==> config.mk <==
export PLATFORM = sky130hd
export DESIGN_NAME = cmg_csr
export DESIGN_NICKNAME = d
export VERILOG_FILES = /design/src/hw/rtl/cmg_pkg.sv /design/src/hw/rtl/cmg_csr.sv
export SDC_FILE = /design/constraint.sdc
export NUM_CORES = 1
export LEC_CHECK = 0
export ABC_AREA = 0
export BUFFER_PORTS_ARGS = -buffer_cell sky130_fd_sc_hd__buf_2
export CAP_MARGIN = 10
export CORE_MARGIN = 5
export CORE_UTILIZATION = 51
export CTS_CLUSTER_DIAMETER = 200
export CTS_CLUSTER_SIZE = 10
export DETAILED_ROUTE_END_ITERATION = 7
export PLACE_DENSITY_LB_ADDON = 0.08
export SLEW_MARGIN = 15
export SYNTH_ARGS = -nofsm -noshare
export SYNTH_HDL_FRONTEND = slang
export SYNTH_SLANG_ARGS = --single-unit
==> constraint.sdc <==
create_clock -name clock -period 1.9 [get_ports clock]
set_clock_uncertainty 0.1 [all_clocks]
set_input_delay 0.38 -clock clock [delete_from_list [all_inputs] [get_ports clock]]
set_output_delay 0.38 -clock clock [all_outputs]
set_load 0.05 [all_outputs]
==> src/hw/rtl/cmg_pkg.sv <==
// Shared types, widths and codes for the clock map and monotonic guard.
`timescale 1ns / 1ps

package cmg_pkg;

   // Fixed-point and epoch configuration.
   localparam int RATE_FRAC_BITS = 32;
   localparam int EPOCH_BITS     = 32;

   // Field widths.
   localparam int TIME_W     = 64;
   localparam int SEQ_W      = 64;
   localparam int RATE_W     = 48;
   localparam int EPOCH_ID_W = 32;
   localparam int VERDICT_W  = 3;

   // Partial product split of the mapping multiply.
   localparam int MAG_LO_W  = 32;
   localparam int MAG_HI_W  = TIME_W - MAG_LO_W;
   localparam int RATE_LO_W = 32;
   localparam int RATE_HI_W = RATE_W - RATE_LO_W;
   localparam int MID_W     = MAG_LO_W + RATE_LO_W + 1;
   localparam int PROD_W    = TIME_W + RATE_W;

   // Signed sum of anchor and scaled delta, and its rounded integer part.
   localparam int BASE_W = TIME_W + RATE_FRAC_BITS;
   localparam int SUM_W  = (((PROD_W + 1) > BASE_W) ? (PROD_W + 1) : BASE_W) + 1;
   localparam int Q_W    = SUM_W - RATE_FRAC_BITS;

   // Rate register reset value, a ratio of 1.0 in Q16.32.
   localparam logic [RATE_W-1:0] RATE_RESET = 48'h0001_0000_0000;

   // Register port geometry: 64-bit registers at 8-byte strides.
   localparam int CSR_DATA_W = 64;
   localparam int CSR_IDX_W  = 3;
   localparam int CSR_LSB    = 3;
   localparam int CSR_ADDR_W = CSR_IDX_W + CSR_LSB;

   typedef enum logic [CSR_IDX_W-1:0] {
      CSR_RAW_REF     = 3'd0,
      CSR_FUSION_REF  = 3'd1,
      CSR_RATE        = 3'd2,
      CSR_MODEL_OK    = 3'd3,
      CSR_EPOCH       = 3'd4,
      CSR_UNCERTAINTY = 3'd5,
      CSR_DISCONT     = 3'd6
   } csr_index_type;

   typedef enum logic [VERDICT_W-1:0] {
      VERDICT_ADMITTED      = 3'd0,
      VERDICT_INVALID_MODEL = 3'd1,
      VERDICT_OVERFLOW      = 3'd2,
      VERDICT_INVALID_STAMP = 3'd3,
      VERDICT_EPOCH_CHANGED = 3'd4,
      VERDICT_RAW_NONMONO   = 3'd5,
      VERDICT_FUSION_NONMONO = 3'd6,
      VERDICT_INGRESS_NONMONO = 3'd7
   } verdict_type;

   // Current clock model as held in the register file.
   typedef struct packed {
      logic [TIME_W-1:0]     raw_anchor;
      logic [TIME_W-1:0]     fus_anchor;
      logic [RATE_W-1:0]     rate_q32;
      logic                  model_ok;
      logic [EPOCH_ID_W-1:0] epoch_id;
      logic [TIME_W-1:0]     uncertainty_ns;
      logic                  discontinuous;
   } cfg_type;

   // One mapped item handed from the mapping pipeline to the guard.
   typedef struct packed {
      logic [TIME_W-1:0] raw_stamp;
      logic [SEQ_W-1:0]  ingress_seq;
      logic              ingress_ok;
      logic [TIME_W-1:0] mapped_time;
      logic              overflow;
   } map_item_type;

endpackage

==> src/hw/rtl/cmg_csr.sv <==
// Register file and APB-style access port for the clock model.
`timescale 1ns / 1ps

module cmg_csr
   import cmg_pkg::*;
(
   input  logic                  clock,
   input  logic                  reset,
   input  logic                  csr_psel,
   input  logic                  csr_penable,
   input  logic                  csr_pwrite,
   input  logic [CSR_ADDR_W-1:0] csr_paddr,
   input  logic [CSR_DATA_W-1:0] csr_pwdata,
   output logic [CSR_DATA_W-1:0] csr_prdata,
   output logic                  csr_pready,
   output cfg_type               cfg
);

   cfg_type       cfg_ff;
   logic          wr_en;
   csr_index_type idx;

   assign csr_pready = 1'b1;
   assign wr_en      = csr_psel && csr_penable && csr_pwrite && csr_pready;
   assign idx        = csr_index_type'(csr_paddr[CSR_ADDR_W-1:CSR_LSB]);
   assign cfg        = cfg_ff;

   // Register writes on the access phase; unknown indexes are ignored.
   always_ff @(posedge clock) begin
      if (reset) begin
         cfg_ff.raw_anchor       <= '0;
         cfg_ff.fus_anchor       <= '0;
         cfg_ff.rate_q32         <= RATE_RESET;
         cfg_ff.model_ok         <= 1'b0;
         cfg_ff.epoch_id         <= '0;
         cfg_ff.uncertainty_ns   <= '0;
         cfg_ff.discontinuous    <= 1'b0;
      end else if (wr_en) begin
         case (idx)
            CSR_RAW_REF:     cfg_ff.raw_anchor       <= csr_pwdata[TIME_W-1:0];
            CSR_FUSION_REF:  cfg_ff.fus_anchor       <= csr_pwdata[TIME_W-1:0];
            CSR_RATE:        cfg_ff.rate_q32         <= csr_pwdata[RATE_W-1:0];
            CSR_MODEL_OK:    cfg_ff.model_ok         <= csr_pwdata[0];
            CSR_EPOCH:       cfg_ff.epoch_id         <= csr_pwdata[EPOCH_ID_W-1:0];
            CSR_UNCERTAINTY: cfg_ff.uncertainty_ns   <= csr_pwdata[TIME_W-1:0];
            CSR_DISCONT:     cfg_ff.discontinuous    <= csr_pwdata[0];
            default: ;
         endcase
      end
   end

   // Read data, zero-extended to the port width.
   always_comb begin
      case (idx)
         CSR_RAW_REF:     csr_prdata = cfg_ff.raw_anchor;
         CSR_FUSION_REF:  csr_prdata = cfg_ff.fus_anchor;
         CSR_RATE:        csr_prdata = CSR_DATA_W'(cfg_ff.rate_q32);
         CSR_MODEL_OK:    csr_prdata = CSR_DATA_W'(cfg_ff.model_ok);
         CSR_EPOCH:       csr_prdata = CSR_DATA_W'(cfg_ff.epoch_id);
         CSR_UNCERTAINTY: csr_prdata = cfg_ff.uncertainty_ns;
         CSR_DISCONT:     csr_prdata = CSR_DATA_W'(cfg_ff.discontinuous);
         default:         csr_prdata = '0;
      endcase
   end

endmodule

== Word-level counts from Yosys, hierarchy flattened ==
Index checks and enable logic that the tools add are counted.
Cells by class
  eq/ne operators: 6
  multiplexer cells: 1
  reduce and logical (&&, ||, !) cells: 10
Operators with widths (number)
  one-hot mux 64 bit (7 select lines): 1
  AND reduction 2 bit: 7
  equality test 3 bit, second input constant: 3
  equality test 3 x 2 -> 1 bit, second input constant: 2
  equality test 3 x 1 -> 1 bit, second input constant: 1
  zero test 3 bit: 1
  logical AND 1 bit: 2
Word-level totals
  bits in registers: 274
  input port bits: 75
  output and inout port bits: 339

== Depth between registers and ports, before layout ==
Gate-level depths: netlist of the first run.
  word-level depth: 3
  depth in mapped cells: 7

== Worst setup path after synthesis of the first run ==
Ideal clock, no wire load.
  path type: input-to-output
  start: input csr_paddr[4]
  end: output csr_prdata[32]
  data arrival time: 2074 ps
  data required time: 1420 ps
  setup slack: -654 ps
  stages: 6
  buffers on the path: 3
  path through: buf_2 nor2b_1 buf_2 buf_1 a22oi_1 o22ai_1
Between the ends
  longest elaborated chain between the ends: 2
  elaborated cells between the ends (all ways): 8
  classes of those cells: eq/ne (6); mux (1); reduce/logical (1)
Ends and longest elaborated chain
  start, declared: line cmg_csr.sv:12  | input logic [CSR_ADDR_W-1:0] csr_paddr,
  equality test 3 bit (tied with other cells): line cmg_csr.sv:54  | case (idx)
  one-hot mux 64 bit (7 select lines) (*): line cmg_csr.sv:54
  end, declared: line cmg_csr.sv:14  | output logic [CSR_DATA_W-1:0] csr_prdata,
Mark *: on every way between the ends. The rest lies on a longest branch, timed or not.

== Worst setup path after layout of the first run ==
  start: register cfg_ff, in the netlist cfg[0]
  end: output csr_prdata[0]
Between the ends
  longest elaborated chain between the ends: 1
Ends and longest elaborated chain
  start, declared: line cmg_csr.sv:19  | cfg_type cfg_ff;
  one-hot mux 64 bit (7 select lines): line cmg_csr.sv:54
Every way passes these cells.

==> results of run 1 <==
## stage by stage
step	util [%]	instances	worst slack, ns	area [um^2]
final	75.5	2040	-0.353	18900
after global routing	75.5	2040	-0.406	18900
after CTS	74.2	2016	-0.377	18600
after detailed placement	66.4	1950	-0.339	16600
after global placement	66.4	1950	-0.312	16600
after floorplan	-	1258	-0.0660	13900
## worst max-delay path by stage
stage | from | end | slack, ns | cells after the start
final | cfg[0] | csr_prdata[0] | -0.35 | 3
after global routing | cfg[98] | csr_prdata[0] | -0.41 | 3
after CTS | cfg[0] | csr_prdata[0] | -0.38 | 3
after detailed placement | csr_paddr[3] | csr_prdata[50] | -0.34 | 6
after global placement | csr_paddr[3] | csr_prdata[50] | -0.31 | 6
after floorplan | csr_paddr[4] | csr_prdata[10] | -0.07 | 6
## routing by layer
layer  vias up  part of all wire [%]  GRT usage [%]
met5         -                 0.016              0
met4         2                   3.1           9.24
met3        94                   7.7           6.80
met2       430                    49           50.0
met1      5531                    40           35.7
li1       5279                     -              -
## final cells by class
class / instances / area, um^2
multi-input combinational: 873 / 8080
sequential: 274 / 5620
tap: 330 / 413
fill: 1788 / 6140
clock inverter: 2 / 17.5
timing repair buffer: 530 / 3990
clock buffer: 31 / 776
## placed cells by master, fill, tap and decap left out, drive strengths merged
cell type    n
a21oi       16
a22oi       92
and2         3
and4         1
and4b        1
buf        528
clkbuf      33
clkinv       1
conb         1
dfxtp      274
inv          1
mux2        31
mux2i      293
mux4         1
nand2       22
nand2b     337
nand3        1
nor2         4
nor2b        4
o21a         1
o21ai        1
o22ai       46
o2bb2ai      2
or2         16
## critical path: cells and delay by family (launching register included)
kind / cells / cell delay (ns)
buffers and inverters: 1 / 0.15
flip-flops: 1 / 0.31
multiplexers: 2 / 0.76
## power groups by stage
stage,sequential (mW),clock [mW],combinational [mW]
final,5.83,5.06,1.34
after global routing,5.83,5.35,1.40
after detailed placement,5.95,0,1.20
after CTS,5.83,5.12,1.31
after floorplan,6.09,0,0.668
after global placement,5.95,0,1.20
## cells by family (layout without fill, tap and decap cells)
| group | after synthesis | after routing | synth area share [%] |
|---|---|---|---|
| simple gates | 389 | 389 | 18.5 |
| mux | 325 | 325 | 25.7 |
| flops | 274 | 274 | 42.7 |
| compound gates | 158 | 158 | 8.47 |
| buf+inv | 111 | 563 | 4.61 |
| other cells | 1 | 1 | 0.0292 |
## repair_timing
item / 4_1_cts / 5_1_grt
resized for setup: 286 / 36
setup endpoints to repair: 64 / 64
gates cloned: 3 / 2
setup buffers: 31 / 22
pin swaps: 34 / 25
==> run_results.csv, run 1 <==
group,metric,value,unit
outcome,status,"complete, but fails checks",
outcome,violations,"negative setup slack",
clock_network,insertion_delay,0.54,ns
critical_path,slowest_stage,"mux4_2",
floorplan,io_pins,414,
yosys,syn_inst,1258,
timing,worst_slack,-0.353,ns
global_route,grt_max_degree,93,
critical_path,rrSetupSlack,0.99,ns
global_route,grt.total_usage,28.9,%
global_route,antenna_found_initial,1,
pwr,p_switching,3.05,mW
clock_network,clk_path_buf_depth,3,
critical_path,crit_chain,"mux4_2 > mux2_4 > buf_8",
pwr,vdd_drop_max,0.530,mV
yosys,yosysUniqueCellTypes,29,
floorplan,core_area,0.0250,mm^2
timing,finalHoldViolations,0,
timing,post-route-period-util,119,%
route,drt.antenna.violating_nets,0,
yosys,ys_seq_elements,274,
timing,drv_slew,0,
yosys,ys_warn_count,0,
yosys,syn_nets,1333,
critical_path,cp-start-kind,"flop",
pwr,switching_share,25.0,%
yosys,syn_area,0.0129,mm^2
yosys,synth.largest_area_cell,"dfxtp_1",
pwr,p_int,9.17,mW
floorplan,initial_core_util,51.4,%
clock_network,root_buffer,"clkbuf_16",
timing,setup_viol,52,
critical_path,reg2reg_to,"cfg[0]",
clock_network,cts.clk_slew.worst_paths,0.06,ns
hold_path,whs_endpoint,"cfg[130]",
yosys,synth_top_area_share,42.7,%
yosys,ys.flop_type,"dfxtp_1",
route,post-route-drc-count,0,
critical_path,crit_fanout,2,
floorplan,dieArea,0.0285,mm^2
pwr,power,12.2,mW
timing,fin_setup_tns,-5.85,ns
clock_network,postCtsHoldBufs,0,
critical_path,reg2reg_depth,4,
critical_path,timing.rr.start,"cfg[0]",
critical_path,critPathArrivalTime,1.77,ns
timing,rsz0062_at_grt,"true",
route,dr.pass1.iters,5,
layout,drive_gt1_share,49.9,%
yosys,yosys-top-cells-area,"dfxtp_1 (43%), mux2i_1 (23%), nand2b_1 (16%), a22oi_1 (5.4%), mux2_2 (2.7%)",
pwr,cellLeakagePower,9.04,nW
pwr,p_seq_share,47.7,%
yosys,synth_top_cells_by_count,"nand2b_1 (337), mux2i_1 (293), dfxtp_1 (274)",
critical_path,required,1.42,ns
layout,fin_nets,1785,
global_route,grt_pass1_wl,66800,um
floorplan,die_h,169,um
clock_network,cts_buffers,31,
yosys,ys_seq_area_share,42.7,%
pwr,comb_power_share,11.0,%
hold_path,hold_path.class,"input port to flop",
route,drt_wl_total,43800,um
global_route,grt_pass1_vias,11700,
timing,min_period,2.25,ns
critical_path,cp-end-kind,"primary output",
floorplan,rows,58,
floorplan,die_w,169,um
yosys,synth_edf_count,0,
route,drtIter0Drc,721,
hold_path,min-delay-start,"csr_pwdata[32]",
placement,routabilityCongestion,0.807,
route,wl_per_cell,21.5,um
placement,port_buffers,409,
route,via_per_inst,5.56,
yosys,yosysMostFrequentCell,"nand2b_1",
global_route,gr-total-overflow,0,
pwr,p_per_area,647,mW/mm^2
clock_network,cts_sinks,274,
layout,area_delta_synth_final,46.9,%
layout,largest_reg_flops,274,
route,vias,11300,
clock_network,h-tree-depth,1,
timing,fmax,444,MHz
yosys,synthArstFlopShare,0,%
placement,place_hpwl,29400,um
pwr,pwr-share-clk,41.3,%
timing,hold_ws,0.0306,ns
clock_network,cts_tree,"yes",
critical_path,critPathKind,"flop to primary output",
layout,antenna_cells,0,
job,maxCapViolCount,0,
critical_path,cpPeakStageDelay,0.47,ns
hold_path,hold_depth,3,
yosys,avgSynthCellArea,10.2,um^2
Power figures use the tool's default switching activity.
==> run 2: changes to the inputs <==
Settings changed: HOLD_SLACK_MARGIN set to 0.15.
==> run 2 against run 1 <==
Against the previous run: the run still ends with negative setup slack left; first-iteration DRC count is 8.0% higher; critical path type unchanged; critical endpoint unchanged; die area stayed put; register-to-register slack hardly changed; total power is 0.95% higher; largest cell class unchanged; via count is 3.0% higher; fmax is 0.47% lower; design area is 3.5% higher.
==> run_results.csv, run 2 (synthesis results as in run 1) <==
group,metric,value,unit
outcome,status,"complete, but fails checks",
outcome,violations,"negative setup slack",
hold_path,hold_path.class,"input port to flop",
route,drtIter0Drc,779,
placement,place_area,0.0166,mm^2
timing,min_period,2.26,ns
clock_network,cts.clk_slew.worst_paths,0.06,ns
clock_network,cts_sinks,274,
layout,area_delta_synth_final,52.1,%
floorplan,core_area,0.0250,mm^2
critical_path,rrSetupSlack,0.99,ns
floorplan,die_w,169,um
global_route,grt.total_usage,29.9,%
route,drt_wl_total,45300,um
layout,final_common_cell,"buf_2",
clock_network,cts_tree,"yes",
global_route,gr-total-overflow,0,
layout,final_cells,2108,
timing,finalHoldViolations,0,
route,vias,11700,
placement,port_buffers,409,
clock_network,cts_buffers,31,
floorplan,die_h,169,um
floorplan,dieArea,0.0285,mm^2
timing,setup_viol,56,
global_route,grt_pass1_wl,69200,um
route,drt.antenna.violating_nets,0,
floorplan,initial_core_util,51.4,%
global_route,antenna_found_initial,2,
job,maxCapViolCount,0,
critical_path,critPathKind,"flop to primary output",
timing,worst_slack,-0.364,ns
critical_path,cp-start-kind,"flop",
timing,drv_slew,0,
route,post-route-drc-count,0,
route,via_per_inst,5.54,
pwr,cellLeakagePower,9.33,nW
critical_path,crit_fanout,2,
timing,fmax,442,MHz
layout,final_cell_mix,"buf_2 (341), nand2b_1 (337), mux2i_1 (293)",
critical_path,critPathArrivalTime,1.78,ns
critical_path,required,1.42,ns
clock_network,h-tree-depth,1,
layout,fin_area,0.0196,mm^2
placement,place_inst,1950,
floorplan,rows,58,
layout,largest_reg_flops,274,
layout,postLayoutCoreUtil,78.1,%
pwr,vdd_drop_max,0.543,mV
global_route,grt_max_degree,93,
floorplan,io_pins,414,
pwr,power,12.3,mW
timing,post-route-period-util,119,%
clock_network,clk_path_buf_depth,3,
route,wl_per_cell,21.5,um
pwr,p_per_area,631,mW/mm^2
global_route,grt_pass1_vias,12200,
placement,routabilityCongestion,0.807,
clock_network,root_buffer,"clkbuf_16",
placement,pre_cts_ws,-0.339,ns
clock_network,insertion_delay,0.54,ns
placement,place_hpwl,29400,um
critical_path,cp-end-kind,"primary output",
layout,fin_nets,1852,
timing,rsz0062_at_grt,"true",
route,dr.pass1.iters,5,
layout,drive_gt1_share,48.1,%
-- run 2: metal layers --
metal / GRT usage [%] / wire length [um] / share of wire [%]
met1: 36.1 / 18000 / 40
met2: 52.0 / 22300 / 49
met3: 6.68 / 3310 / 7.3
met4: 11.4 / 1670 / 3.7
met5: 0 / 13 / 0.029
-- run 2: final timing paths --
kind            startpoint             to  depth (start not counted)
min reg2reg        cfg[26]        cfg[26]                          2
max reg2reg         cfg[0]         cfg[0]                          4
max                 cfg[0]  csr_prdata[0]                          3
min          csr_pwdata[2]        cfg[67]                          3
-- run 2: cell type report --
cell class / count / area [um^2]
Antenna cell: 1 / 2.50
Clock inverter: 2 / 17.5
Fill cell: 1669 / 5470
Multi-Input combinational cell: 873 / 8060
Tap cell: 330 / 413
Timing Repair Buffer: 597 / 4680
Clock buffer: 31 / 776
Sequential cell: 274 / 5620
-- run 2: stage by stage --
stage	setup TNS (ns)	hold WS, ns
2_1_floorplan	-0.932	0.441
4_1_cts	-6.93	0.162
5_1_grt	-9.14	0.218
3_3_place_gp	-58.06	0.370
3_5_place_dp	-64.30	0.378
6_report	-6.43	0.187
-- run 2: repair_timing --
item	CTS	global route
cloned	3	2
endpoints found under the setup margin	64	64
pin swaps	34	27
hold buffers	62	0
setup buffers	31	27
resized for setup	286	34
endpoints found under the hold margin	259	0
-- run 2: worst max-delay path, stage by stage, from the launching register on --
cell and delay (ns):
dfxtp_2 0.31, mux4_2 0.48, mux2_4 0.29, buf_8 0.15
-- run 2: power by group --
group	switching, mW	total, mW	leakage, nW	internal, mW
Sequential	0.0387	5.83	2.26	5.79
Clock	2.21	5.06	0.391	2.85
Combinational	0.835	1.45	6.68	0.619
Total	3.08	12.3	9.33	9.26
