File: config.mk
export PLATFORM = sky130hd
export DESIGN_NAME = cmg_guard
export DESIGN_NICKNAME = d
export VERILOG_FILES = /design/src/hw/rtl/cmg_pkg.sv /design/src/hw/rtl/cmg_guard.sv
export SDC_FILE = /design/constraint.sdc
export NUM_CORES = 1
export LEC_CHECK = 0
export ABC_AREA = 1
export CORE_AREA = 2 2 211 213
export CTS_BUF_LIST = sky130_fd_sc_hd__clkbuf_4
export CTS_CLUSTER_SIZE = 20
export DETAILED_ROUTE_END_ITERATION = 8
export DIE_AREA = 0 0 213 215
export DONT_BUFFER_PORTS = 1
export PLACE_DENSITY = 0.46
export SYNTH_ARGS = -nofsm -noshare
export SYNTH_HDL_FRONTEND = slang
export SYNTH_SLANG_ARGS = --single-unit
File: constraint.sdc
create_clock -name clock -period 10 [get_ports clock]
set_clock_uncertainty 0.05 [all_clocks]
set_input_delay 1.5 -clock clock [delete_from_list [all_inputs] [get_ports clock]]
set_output_delay 1.5 -clock clock [all_outputs]
set_load 0.05 [all_outputs]
File: src/hw/rtl/cmg_pkg.sv
// Shared types, widths and codes for the clock map and monotonic guard.
`timescale 1ns / 1ps

package cmg_pkg;

   // Fixed-point and epoch configuration.
   localparam int RATE_FRAC_BITS = 32;
   localparam int EPOCH_BITS     = 32;

   // Field widths.
   localparam int TIME_W     = 64;
   localparam int SEQ_W      = 64;
   localparam int RATE_W     = 48;
   localparam int EPOCH_ID_W = 32;
   localparam int VERDICT_W  = 3;

   // Partial product split of the mapping multiply.
   localparam int MAG_LO_W  = 32;
   localparam int MAG_HI_W  = TIME_W - MAG_LO_W;
   localparam int RATE_LO_W = 32;
   localparam int RATE_HI_W = RATE_W - RATE_LO_W;
   localparam int MID_W     = MAG_LO_W + RATE_LO_W + 1;
   localparam int PROD_W    = TIME_W + RATE_W;

   // Signed sum of anchor and scaled delta, and its rounded integer part.
   localparam int BASE_W = TIME_W + RATE_FRAC_BITS;
   localparam int SUM_W  = (((PROD_W + 1) > BASE_W) ? (PROD_W + 1) : BASE_W) + 1;
   localparam int Q_W    = SUM_W - RATE_FRAC_BITS;

   // Rate register reset value, a ratio of 1.0 in Q16.32.
   localparam logic [RATE_W-1:0] RATE_RESET = 48'h0001_0000_0000;

   // Register port geometry: 64-bit registers at 8-byte strides.
   localparam int CSR_DATA_W = 64;
   localparam int CSR_IDX_W  = 3;
   localparam int CSR_LSB    = 3;
   localparam int CSR_ADDR_W = CSR_IDX_W + CSR_LSB;

   typedef enum logic [CSR_IDX_W-1:0] {
      CSR_RAW_REF     = 3'd0,
      CSR_FUSION_REF  = 3'd1,
      CSR_RATE        = 3'd2,
      CSR_MODEL_OK    = 3'd3,
      CSR_EPOCH       = 3'd4,
      CSR_UNCERTAINTY = 3'd5,
      CSR_DISCONT     = 3'd6
   } csr_index_type;

   typedef enum logic [VERDICT_W-1:0] {
      VERDICT_ADMITTED      = 3'd0,
      VERDICT_INVALID_MODEL = 3'd1,
      VERDICT_OVERFLOW      = 3'd2,
      VERDICT_INVALID_STAMP = 3'd3,
      VERDICT_EPOCH_CHANGED = 3'd4,
      VERDICT_RAW_NONMONO   = 3'd5,
      VERDICT_FUSION_NONMONO = 3'd6,
      VERDICT_INGRESS_NONMONO = 3'd7
   } verdict_type;

   // Current clock model as held in the register file.
   typedef struct packed {
      logic [TIME_W-1:0]     raw_anchor;
      logic [TIME_W-1:0]     fus_anchor;
      logic [RATE_W-1:0]     rate_q32;
      logic                  model_ok;
      logic [EPOCH_ID_W-1:0] epoch_id;
      logic [TIME_W-1:0]     uncertainty_ns;
      logic                  discontinuous;
   } cfg_type;

   // One mapped item handed from the mapping pipeline to the guard.
   typedef struct packed {
      logic [TIME_W-1:0] raw_stamp;
      logic [SEQ_W-1:0]  ingress_seq;
      logic              ingress_ok;
      logic [TIME_W-1:0] mapped_time;
      logic              overflow;
   } map_item_type;

endpackage

File: src/hw/rtl/cmg_guard.sv
// Monotonic guard with last admitted stamp and the result register.
`timescale 1ns / 1ps

module cmg_guard
   import cmg_pkg::*;
(
   input  logic                 clock,
   input  logic                 reset,
   input  cfg_type              cfg,
   input  logic                 map_valid,
   output logic                 map_ready,
   input  map_item_type         map_item,
   output logic                 rsp_valid,
   input  logic                 rsp_ready,
   output logic [TIME_W-1:0]    rsp_mapped_time,
   output logic [VERDICT_W-1:0] rsp_verdict
);

   logic                  take;
   logic [EPOCH_BITS-1:0] epoch;
   verdict_type           verdict_in, verdict_ff;
   logic [TIME_W-1:0]     fus_in, fus_ff;
   logic                  rsp_valid_ff;

   // Last admitted stamp.
   logic                  has_last_ff;
   logic [EPOCH_BITS-1:0] last_epoch_ff;
   logic [TIME_W-1:0]     last_raw_ff;
   logic [TIME_W-1:0]     last_fusion_ff;
   logic [SEQ_W-1:0]      last_ingress_ff;

   assign map_ready = !rsp_valid_ff || rsp_ready;
   assign take      = map_valid && map_ready;
   assign epoch     = EPOCH_BITS'(cfg.epoch_id);

   // Ordered checks: the first failing one sets the verdict.
   always_comb begin
      if (!cfg.model_ok || !map_item.ingress_ok) begin
         verdict_in = VERDICT_INVALID_MODEL;
      end else if (map_item.overflow) begin
         verdict_in = VERDICT_OVERFLOW;
      end else if (cfg.uncertainty_ns[TIME_W-1] || cfg.discontinuous) begin
         verdict_in = VERDICT_INVALID_STAMP;
      end else if (has_last_ff && (epoch != last_epoch_ff)) begin
         verdict_in = VERDICT_EPOCH_CHANGED;
      end else if (has_last_ff &&
                   !($signed(last_raw_ff) < $signed(map_item.raw_stamp))) begin
         verdict_in = VERDICT_RAW_NONMONO;
      end else if (has_last_ff &&
                   !($signed(last_fusion_ff) < $signed(map_item.mapped_time))) begin
         verdict_in = VERDICT_FUSION_NONMONO;
      end else if (has_last_ff && (map_item.ingress_seq <= last_ingress_ff)) begin
         verdict_in = VERDICT_INGRESS_NONMONO;
      end else begin
         verdict_in = VERDICT_ADMITTED;
      end
   end

   // Mapping errors report a zero time.
   assign fus_in = ((verdict_in == VERDICT_INVALID_MODEL) ||
                    (verdict_in == VERDICT_OVERFLOW)) ? '0 : map_item.mapped_time;

   // Output register and guard state; the state moves only on admission.
   always_ff @(posedge clock) begin
      if (reset) begin
         rsp_valid_ff <= 1'b0;
         has_last_ff  <= 1'b0;
      end else begin
         if (map_ready) begin
            rsp_valid_ff <= map_valid;
         end
         if (take && (verdict_in == VERDICT_ADMITTED)) begin
            has_last_ff <= 1'b1;
         end
      end
   end

   always_ff @(posedge clock) begin
      if (take) begin
         verdict_ff <= verdict_in;
         fus_ff     <= fus_in;
         if (verdict_in == VERDICT_ADMITTED) begin
            last_epoch_ff   <= epoch;
            last_raw_ff     <= map_item.raw_stamp;
            last_fusion_ff  <= map_item.mapped_time;
            last_ingress_ff <= map_item.ingress_seq;
         end
      end
   end

   assign rsp_valid       = rsp_valid_ff;
   assign rsp_mapped_time = fus_ff;
   assign rsp_verdict     = verdict_ff;

endmodule
-- Yosys cells after proc, flatten, opt, wreduce, memory -nomap -nowiden
Cells that the tools add are included.
- magnitude comparators: 3
- muxes and demuxes: 7
- reduce and logical (&&, ||, !) cells: 17
- eq/ne operators: 3
- operators by type and width (cell ; count):
    < comparator 64 bit ; 2
    <= comparator 64 bit ; 1
    != test 32 bit ; 1
    2-to-1 mux 3 bit ; 7
    logical AND 1 bit ; 6
    logical NOT 1 bit ; 5
    logical OR 1 bit ; 4
    == test 3 x 1 -> 1 bit, second input constant ; 1
    == test 3 x 2 -> 1 bit, second input constant ; 1
    logical NOT 3 bit ; 1
    AND reduction 2 bit ; 1
- flip-flop bits (word level): 293
- logic and storage cells: 38
- input bits: 472
- output and inout bits: 69

-- Logic depth before layout (Yosys ltp)
Gate-level depths: netlist (run 1).
- word-level depth: 11
- mapped depth: 25

-- Least setup slack after synthesis (run 1)
OpenSTA, ideal clock, no wires.
- path kind: input to register
- start: input port map_item[189] in the netlist's numbering
- end: register last_epoch_ff[0], enable pin
- setup time: 0.575 ns
- required time: 9.375 ns
- path slack: 1.921 ns
- path buffers: 0
- stages on the path: 17
- arrival time: 7.454 ns
- path through: inv_1 -> ha_1 -> nand2_1 -> nor4_2 -> nand2_1 -> or2_0 -> nand2_1 -> nor2_1 -> nand2_1 -> nand2_1 -> nand3_1 -> nand2_1 -> nor2_1 -> nor2_2 -> nor2_1 -> nand4_1 -> inv_1
- word-level cells in the longest chain between the ends: 10
- ends and longest elaborated chain (what ; RTL line ; RTL):
    start: declaration ; cmg_guard.sv:12 ; input map_item_type map_item,
    < comparator 64 bit ; cmg_guard.sv:47 ; !($signed(last_raw_ff) < $signed(map_item.raw_stamp))) begin
    logical NOT 1 bit ; cmg_guard.sv:47 ;
    logical AND 1 bit ; cmg_guard.sv:46 ; end else if (has_last_ff &&
    2-to-1 mux 3 bit ; cmg_guard.sv:46 ;
    2-to-1 mux 3 bit ; cmg_guard.sv:44 ; end else if (has_last_ff && (epoch != last_epoch_ff)) begin
    2-to-1 mux 3 bit ; cmg_guard.sv:42 ; end else if (cfg.uncertainty_ns[TIME_W-1] || cfg.discontinuous) begin
    2-to-1 mux 3 bit ; cmg_guard.sv:40 ; end else if (map_item.overflow) begin
    2-to-1 mux 3 bit ; cmg_guard.sv:38 ; if (!cfg.model_ok || !map_item.ingress_ok) begin
    net verdict_in[2] ; cmg_guard.sv:21 ; verdict_type verdict_in, verdict_ff;
    logical NOT 3 bit ; cmg_guard.sv:82 ; if (verdict_in == VERDICT_ADMITTED) begin
    AND reduction 2 bit (no line) ; n/a ;
    end signal: assignment ; cmg_guard.sv:83 ; last_epoch_ff <= epoch;
    end: declaration ; cmg_guard.sv:27 ; logic [EPOCH_BITS-1:0] last_epoch_ff;
The timed path passes the listed nets, and every way through them passes these cells.
A chain may end at the register's enable or synchronous reset.

-- Final worst setup path (run 1)
- start: input port map_item[64] in the netlist's numbering
- end: register last_ingress_ff[59], enable pin
- word-level cells in the longest chain between the ends: 11
- ends and longest elaborated chain (what ; RTL line ; RTL):
    < comparator 64 bit ; cmg_guard.sv:50 ; !($signed(last_fusion_ff) < $signed(map_item.mapped_time))) begin
    logical NOT 1 bit ; cmg_guard.sv:50 ;
    logical AND 1 bit ; cmg_guard.sv:49 ; end else if (has_last_ff &&
    2-to-1 mux 3 bit ; cmg_guard.sv:49 ;
    2-to-1 mux 3 bit ; cmg_guard.sv:46 ;
    2-to-1 mux 3 bit ; cmg_guard.sv:44 ;
    2-to-1 mux 3 bit ; cmg_guard.sv:42 ;
    2-to-1 mux 3 bit ; cmg_guard.sv:40 ;
    2-to-1 mux 3 bit ; cmg_guard.sv:38 ;
    net verdict_in[2] ; cmg_guard.sv:21 ;
    logical NOT 3 bit ; cmg_guard.sv:82 ;
    AND reduction 2 bit (no line) ; n/a ;
    end signal: assignment ; cmg_guard.sv:86 ; last_ingress_ff <= map_item.ingress_seq;
    end: declaration ; cmg_guard.sv:30 ; logic [SEQ_W-1:0] last_ingress_ff;
The timed path passes the listed nets, and every way through them passes these cells.

==> results.txt, run 1 <==
Status - completed
Worst path required time - 10.35 ns
Setup WS post-layout - 5.168 ns
Global-route wire length before repair - 51110 um
TritonRoute pass-1 iters - 6
Top post-synthesis cells by area - edfxtp_1 (59%), ha_1 (16%), inv_1 (6.3%)
Vias in the first global route - 9258
WS Path Type - in -> reg
Initial DRC count - 350
Die area - 45800 um2
GP Congestion - 0.7530
Worst-Margin Slew - 1.020 ns
Nets - 2007
H-tree levels - 3
CP startpoint kind - input pin
Synth cell types - 31
Post-CTS sizing - 0
Hold Slack - 0.5008 ns
Overall Power - 2.803 mW
Total core area - 43640 um2
Yosys reg bits - 293
Reg clk slew, reported paths - 0.06 ns
Syn nets - 1922
Setup tns final - 0 ns
DP Area - 15390 um2
Setup Viol. Count Final - 0
Most frequent cell after synthesis - edfxtp_1
Maximum vdd drop - 87.52 uV
CTS Sinks - 293
Clk Tree Root Cell - clkbuf_4
Final WL - 33530 um
P_leak - 7.193 nW
Final hold violations - 0
Synth area leader - edfxtp_1
Crit share post-route - 48.32%
Vias - 8962
Ys Warns - 0
PortBufs - 0
Clk buf depth - 3
Starting density of the core - 33.65%
EDFF count, synth - 291
I/O pin total - 541
Avg Cell Area, Syn - 11.66 um2
Final instance area - 16540 um2
Primary FF master, synth - edfxtp_1
Vias per cell - 4.439
Width of the die - 213 um
Post-synth top cells - edfxtp_1 (291), inv_1 (245), ha_1 (190)
Placed cell count - 1849
Post CTS Setup Buffer Count - 0
Number of max-cap violations - 0
GRT Util Overall - 14.89%
Layout cells sized above 1 - 12.89%
Die Ht - 215 um
Synth async-reset ratio - 0%
Initial antenna violation count - 8
Worst relative slew slack - 31.97%
Post-DRT Antenna Nets - 0
Number of hold buffers added after CTS - 0
Seq/Total Area, Yosys - 59.77%
Worst-Skew Late Latency - 0.83 ns
Worst Hold Class - reg -> reg
Row cnt - 77
Avg WL per Cell - 16.61 um
Detailed Place HPWL - 24800 um
Slew Viols, Final - 0
Synthesized area - 14690 um2
Total grt overflow - 0
Largest net degree at the start of global routing - 94
Placement Setup Slack - 4.172 ns
PwrDens - 169.5 nW/um2
Critical Path Sink Type - register
TritonCTS buffer count - 86
RSZ-0062 raised after global routing - no
Synthesized instance count - 1260
Critical Path AT - 5.18 ns
DR DRC count - 0
Crit path max fanout - 93
Fin cells - 2019
Area share of the largest cell type after synthesis - 59.49%
Final critical-path required period - 4.832 ns
Share of the core filled with cells - 37.90%
CTS tree - built
Area delta synth->final - 12.61%
Max Freq - 0.2070 GHz
sequential cells by signal, summed over array words and instances, names as in the netlist:
name,count
rsp_mapped_time,64
last_ingress_ff,64
rsp_verdict,3
last_epoch_ff,32
has_last_ff,1
last_raw_ff,64
rsp_valid,1
last_fusion_ff,64
placed cells by master (no fill, tap or decap), types with 2 or more instances in the layout:
| master | n |
|---|---|
| edfxtp_1 | 291 |
| inv_1 | 243 |
| ha_1 | 190 |
| nand2_1 | 181 |
| clkbuf_4 | 126 |
| a21oi_1 | 95 |
| nor2_1 | 78 |
| nor2_2 | 36 |
| o21ai_0 | 32 |
| xnor2_1 | 24 |
| clkinv_1 | 23 |
| nand4_1 | 21 |
| nand3_1 | 19 |
| diode_2 | 15 |
| nor3_1 | 10 |
| nor4_1 | 6 |
| o211ai_1 | 4 |
| or2_2 | 4 |
| inv_2 | 3 |
| clkinv_2 | 3 |
| buf_4 | 3 |
| and3_1 | 2 |
| a221oi_1 | 2 |
| bufinv_16 | 2 |
| dfxtp_1 | 2 |
layout make-up:
type / instances / area [um2]
diodes: 15 / 37.54
clock buffers: 126 / 945.9
clock inverters: 29 / 165.2
fillers: 4359 / 27100
inverters: 246 / 930.9
multi-input cells: 715 / 4918
flip-flops and latches: 293 / 8778
well taps: 592 / 740.7
repair buffers: 3 / 22.52
cells by family after synthesis:
family	share of synthesized area [%]
fa+ha+maj	16.19
buf+inv	6.747
simple gates	11.01
xor+xnor	1.431
compound gates	4.856
flops	59.77
final timing paths:
kind | start | endpoint | slack, ns | depth (start not counted)
setup / recovery | map_item[64] | last_ingress_ff[59]$_DFFE_PP_ | 5.17 | 21
hold / removal | has_last_ff$_SDFFE_PP0P_ | has_last_ff$_SDFFE_PP0P_ | 0.50 | 2
setup reg to reg | last_fusion_ff[63]$_DFFE_PP_ | last_ingress_ff[59]$_DFFE_PP_ | 5.51 | 20
hold reg to reg | has_last_ff$_SDFFE_PP0P_ | has_last_ff$_SDFFE_PP0P_ | 0.50 | 2
metal layers:
layer	share of wire, %	track usage [%]	up-vias
met5	0.10	0	-
met4	2.6	5.594	6
met3	20	13.78	80
met2	38	19.57	349
met1	39	16.61	3981
li1	-	-	4546
where the power goes:
group	internal [mW]	switching (mW)
registers	1.39	0.0727
clock network	0.628	0.541
logic	0.0621	0.104
critical path: stages:
cell and delay, ns:
inv_1 0.03, ha_1 0.35, nand2_1 0.09, nor2_1 0.16
nand4_1 0.11, inv_1 0.08, nand2_1 0.06, nor2_2 0.14
nand2_1 0.07, nor2_1 0.15, nand2_1 0.11, nand2_1 0.07
nand2_1 0.07, nand3_2 0.08, nand2_1 0.07, nor2_1 0.13
nor2_2 0.06, nor2_1 0.08, nand4_1 0.25, inv_8 0.55
buf_4 0.87
Power figures use the tool's default switching activity.
==> run 2: changes to the inputs <==
==> constraint.sdc (replaced) <==
create_clock -name clock -period 5 [get_ports clock]
set_clock_uncertainty 0.05 [all_clocks]
set_input_delay 0.75 -clock clock [delete_from_list [all_inputs] [get_ports clock]]
set_output_delay 0.75 -clock clock [all_outputs]
set_load 0.05 [all_outputs]
==> run 2 against run 1 <==
  * Cell count rose by 11%
  * Hold slack got worse by 0.39 ns
  * Clock power rose by 99%
  * Total power rose by 110%
  * Design area rose by 14%
  * Routed wire length rose by 13%
==> results.txt, run 2 (synthesis gave the netlist of run 1 again) <==
H-tree levels - 3
Worst relative slew slack - 32.65%
Setup tns final - 0 ns
Critical Path AT - 3.94 ns
GRT Util Overall - 16.80%
Area delta synth->final - 28.91%
CTS tree - built
Post-DRT Antenna Nets - 0
Row cnt - 77
Worst-Margin Slew - 1.010 ns
Final critical-path required period - 3.568 ns
Width of the die - 213 um
TritonCTS buffer count - 86
Post CTS Setup Buffer Count - 0
Die area - 45800 um2
Nets - 2237
WS Path Type - reg -> reg
Avg WL per Cell - 16.93 um
Reg clk slew, reported paths - 0.06 ns
Setup Viol. Count Final - 0
Vias per cell - 4.467
Hold Slack - 0.1095 ns
PortBufs - 0
RSZ-0062 raised after global routing - no
Critical Path Most Common Cell - nand2_1
Total core area - 43640 um2
R2r setup slk - 1.43 ns
CP cell instances - ha_1 > nand2_1 > nor4_1 > nand2_1 > nor2_1 > nand2_1 > nand2_1 > nand2_1 > nand3_2 > nand2_1 > nor2_1 > nor2_2 > nor2_1 > nand4_1 > clkinvlp_4 > buf_12
Worst Hold Class - in -> reg
DR DRC count - 0
Number of max-cap violations - 0
Critical Path Sink Type - register
CP max stage delay - 0.50 ns
Final WL - 37780 um
Overall Power - 5.771 mW
Slowest cell on crit path - nor4_1
Slew Viols, Final - 0
Detailed Place HPWL - 25010 um
Fin cells - 2232
Status - completed
P_leak - 8.134 nW
GP Congestion - 0.7600
Maximum vdd drop - 281.2 uV
Global-route wire length before repair - 57840 um
TritonRoute pass-1 iters - 4
Starting density of the core - 33.65%
PwrDens - 304.8 nW/um2
Vias in the first global route - 10.43k
CP startpoint kind - register
Initial DRC count - 496
Layout cells sized above 1 - 12.59%
Largest net degree at the start of global routing - 89
Worst path required time - 5.38 ns
Total grt overflow - 0
Final hold violations - 0
Crit share post-route - 71.36%
I/O pin total - 541
Vias - 9970
Most frequent cells in the layout - edfxtp_1 (291), inv_1 (234), dlygate4sd3_1 (225)
Clk buf depth - 3
CTS Sinks - 293
Placed cell count - 1854
Worst-Skew Late Latency - 0.84 ns
Most common cell after layout, fill and taps aside - edfxtp_1
Initial antenna violation count - 3
Max Freq - 0.2803 GHz
Clk Tree Root Cell - clkbuf_4
Crit path max fanout - 88
Die Ht - 215 um
-- run 2: cell types whose count changed in the layout (fill, tap and decap cells not counted), moves of 3 or more --
cell,before,now
nand2_2,0,4
nand2_1,181,177
buf_12,0,3
clkinvlp_4,0,3
inv_1,243,234
clkinv_2,3,7
clkbuf_4,126,116
ha_4,0,7
dlygate4sd3_1,0,225
diode_2,15,4
ha_1,190,183
inv_2,3,9
-- run 2: worst max-delay path, delay by kind of cell (launching register included) --
| kind | cells | cell delay, ns |
|---|---|---|
| AND/OR/NAND/NOR | 13 | 1.76 |
| buffers and inverters | 2 | 0.64 |
| flip-flops | 1 | 0.37 |
| adder cells (fa/ha/maj) | 1 | 0.30 |
-- run 2: per-layer routing --
layer	GRT usage, %	up-vias	part of all wire [%]
met5	0	-	0.034
met4	5.408	2	1.8
met3	8.534	68	12
met2	21.91	369	37
met1	23.73	4540	49
li1	-	4991	-
-- run 2: path summary, 6_finish.rpt --
check / cells past startpoint / to / startpoint
max: 16 / last_fusion_ff[22]$_DFFE_PP_ / last_fusion_ff[47]$_DFFE_PP_
min: 2 / rsp_mapped_time[60]$_SDFFCE_PP0P_ / map_item[61]
max reg2reg: 16 / last_fusion_ff[22]$_DFFE_PP_ / last_fusion_ff[47]$_DFFE_PP_
min reg2reg: 2 / has_last_ff$_SDFFE_PP0P_ / has_last_ff$_SDFFE_PP0P_
-- run 2: cell type report --
cell class	count	area, um2
Sequential cell	293	8778
Timing Repair Buffer	233	2350
Inverter	246	937.1
Fill cell	4210	24710
Clock buffer	116	870.8
Multi-Input combinational cell	715	5029
Tap cell	592	740.7
Antenna cell	4	10.01
Clock inverter	33	219.0
-- run 2: stage by stage --
stage | instance area, um2 | util (%) | setup WS [ns]
global route | 18930 | 43.38 | 0.9960
finish | 18930 | 43.38 | 1.432
detailed placement | 15580 | 35.70 | 0.9058
CTS | 18920 | 43.36 | 1.314
floorplan | 14810 | - | -1.136
global placement | 15580 | 35.70 | 0.9669
-- run 2: report_power, final --
part,internal (mW),total (mW),switching [mW]
registers,2.79,2.93,0.145
clock network,1.23,2.33,1.10
logic,0.251,0.506,0.256
total,4.27,5.77,1.50
-- run 2: timing repair --
item                                    CTS  global route
endpoints found under the setup margin    0             0
endpoints found under the hold margin   226             0
gates resized for setup                   0             0
hold buffers                            225             0
==> run 3: changes to the inputs <==
--- a/config.mk
+++ b/config.mk
@@ -5,12 +5,12 @@
 export SDC_FILE = /design/constraint.sdc
 export NUM_CORES = 1
 export LEC_CHECK = 0
-export ABC_AREA = 1
-export CORE_AREA = 2 2 211 213
+export ABC_AREA = 0
+export CORE_AREA = 2 2 209 211
 export CTS_BUF_LIST = sky130_fd_sc_hd__clkbuf_4
 export CTS_CLUSTER_SIZE = 20
 export DETAILED_ROUTE_END_ITERATION = 8
-export DIE_AREA = 0 0 213 215
+export DIE_AREA = 0 0 211 213
 export DONT_BUFFER_PORTS = 1
 export PLACE_DENSITY = 0.46
 export SYNTH_ARGS = -nofsm -noshare
==> constraint.sdc (replaced) <==
create_clock -name clock -period 3.61 [get_ports clock]
set_clock_uncertainty 0.05 [all_clocks]
set_input_delay 0.5415 -clock clock [delete_from_list [all_inputs] [get_ports clock]]
set_output_delay 0.5415 -clock clock [all_outputs]
set_load 0.05 [all_outputs]
==> run 3 against run 2 <==
  * Sequential share of layout area down 1.9 points
  * Highest routed layer unchanged
  * Routed wire length rose by 5.4%
  * Total power grew 39%
  * Via count up 0.17%
  * Largest cell class unchanged
  * Flip-flop and latch count is the same
  * Area after synthesis down 1.6%
  * Die area down 1.9%
  * Hold slack worse by 0.034 ns
==> results.txt, run 3 <==
Number of max-cap violations - 0
Max Freq - 0.2779 GHz
I/O pin total - 541
Worst r2r src - last_fusion_ff[50]$_DFFE_PP_
Depth of the worst register-to-register path - 15
Initial DRC count - 516
Vias - 9987
Avg WL per Cell - 18.76 um
Placement Setup Slack - -0.3108 ns
Synthesized area - 14450 um2
Seq/Total Area, Yosys - 60.74%
Total grt overflow - 0
CP startpoint kind - input pin
DR DRC count - 0
Worst hold path cell count - 1
Total core area - 42700 um2
Nets - 2168
TritonCTS buffer count - 88
Crit path max fanout - 15
Synth async-reset ratio - 0%
Area share of the largest cell type after synthesis - 60.47%
H-tree levels - 3
Clk buf depth - 3
Vias in the first global route - 10.50k
Setup Viol. Count Final - 0
Width of the die - 211 um
Fillcell total - 3924
Critical Path Sink Type - register
GP Congestion - 0.7984
Die Ht - 213 um
Die area - 44940 um2
Synth area leader - edfxtp_1
Crit share post-route - 99.69%
Top post-synthesis cells by area - edfxtp_1 (60%), ha_1 (16%), inv_1 (5.2%)
Slew Viols, Final - 0
Global-route wire length before repair - 59920 um
Ys Warns - 0
PwrDens - 406.8 nW/um2
Yosys reg bits - 293
Final critical-path required period - 3.599 ns
RSZ-0062 raised after global routing - yes
Worst relative slew slack - 46.61%
Row cnt - 76
Share of the core filled with cells - 46.28%
R2r setup slk - 0.07 ns
Hold Slack - 0.07520 ns
Most frequent cells in the layout - edfxtp_1 (291), dlygate4sd3_1 (229), inv_1 (194)
CTS tree - built
Post-synth top cells - edfxtp_1 (291), inv_1 (202), ha_1 (190)
Syn nets - 1789
Post-DRT Antenna Nets - 0
Setup WS post-layout - 0.01103 ns
Worst Hold Class - in -> reg
Most common cell after layout, fill and taps aside - edfxtp_1
Setup tns final - 0 ns
Largest net degree at the start of global routing - 67
PortBufs - 0
Vias per cell - 4.706
Detailed Place HPWL - 26710 um
Avg Cell Area, Syn - 12.82 um2
FF-to-FF End - last_ingress_ff[11]$_DFFE_PP_
P_leak - 8.213 nW
Area delta synth->final - 36.72%
EDFF count, synth - 291
Critical Path AT - 4.03 ns
Layout cells sized above 1 - 16.49%
Status - completed
GRT Util Overall - 17.86%
CTS Sinks - 293
Hold path startpoint - map_item[58]
Final hold violations - 0
Primary FF master, synth - edfxtp_1
Hold EP - last_fusion_ff[57]$_DFFE_PP_
Maximum vdd drop - 570.2 uV
TritonRoute pass-1 iters - 5
Starting density of the core - 33.85%
Crit path from - map_item[50]
Reg clk slew, reported paths - 0.07 ns
Initial antenna violation count - 4
Overall Power - 8.038 mW
Final WL - 39810 um
Worst path required time - 4.04 ns
Synth cell types - 46
Most frequent cell after synthesis - edfxtp_1
Synthesized instance count - 1127
Worst-Skew Late Latency - 0.82 ns
Worst-Margin Slew - 0.8009 ns
Clk Tree Root Cell - clkbuf_4
WS Path Type - in -> reg
## run 3: cell count changes after synthesis, sizes merged, moves of 18 or more
cell	before	now
nor2	114	14
nor3	10	78
xor2	0	33
nand2	182	59
xnor2	24	0
a21oi	95	73
inv	246	202
a21o	0	18
## run 3: area by class of cell
cell class / count / area [um2] / share of cell area (%)
sequential: 293 / 8778 / 44.43
tap: 546 / 683.2 / 3.458
clock buffer: 126 / 945.9 / 4.788
antenna: 5 / 12.51 / 0.06333
timing repair buffer: 303 / 3153 / 15.96
inverter: 202 / 778.2 / 3.939
multi-input combinational: 618 / 5213 / 26.38
clock inverter: 29 / 193.9 / 0.9816
## run 3: repair_timing
action | in CTS | in global routing
setup buffers | 0 | 4
setup endpoints to repair | 213 | 214
gates cloned | 0 | 3
pin swaps | 1 | 5
hold buffers | 231 | 0
gates resized for setup | 3 | 25
endpoints found under the hold margin | 293 | 0
## run 3: worst max path at each step
stage / to / slack [ns] / cells after the start
final: last_ingress_ff[11]$_DFFE_PP_ / 0.01 / 17
after global routing: last_ingress_ff[16]$_DFFE_PP_ / -0.13 / 14
after CTS: last_epoch_ff[24]$_DFFE_PP_ / 0.02 / 13
after detailed placement: last_epoch_ff[7]$_DFFE_PP_ / -0.31 / 14
after global placement: last_epoch_ff[31]$_DFFE_PP_ / -0.32 / 14
after floorplan: last_epoch_ff[0]$_DFFE_PP_ / -4.38 / 11
## run 3: critical path: stages
cell           delay, ns
dlygate4sd3_1       0.73
inv_12              0.04
ha_4                0.27
nand4_1             0.14
nor4_2              0.27
buf_4               0.18
nand2_2             0.06
buf_6               0.14
a211oi_4            0.23
nor4_2              0.06
and3b_2             0.23
nor3_4              0.23
a31oi_4             0.14
nor3_4              0.22
buf_12              0.16
buf_12              0.17
buf_4               0.20
## run 3: power by group
part	internal (mW)	switching, mW
clock	1.81	1.54
sequential	3.81	0.188
combinational	0.360	0.328
## run 3: kinds of logic (layout without fill, tap and decap cells)
family                     after synthesis  count (layout)  synth area share, %
AOI/OAI and AO/OA                      153             153                6.494
adders and majority gates              190             190                16.45
DFF                                    293             293                60.74
buffers and inverters                  216             660                5.732
xor gates and xnor gates                33              33                2.000
and+or+nand+nor                        242             242                8.580
other                                    0               5                    0
## run 3: metal layers
layer	GRT usage [%]	routed length, um	share of wire, %	vias to the layer above
li1	-	-	-	4944
met2	23.72	15140	38	366
met4	5.488	811	2.0	4
met3	8.972	4472	11	68
met1	25.03	19370	49	4605
met5	0	21	0.053	-
## run 3: stage by stage
stage | cells | cell area, um2
2_1_floorplan | 1127 | 14740
3_3_place_gp | 1724 | 16000
3_5_place_dp | 1724 | 16000
4_1_cts | 2110 | 19490
5_1_grt | 2120 | 19750
6_report | 2122 | 19760
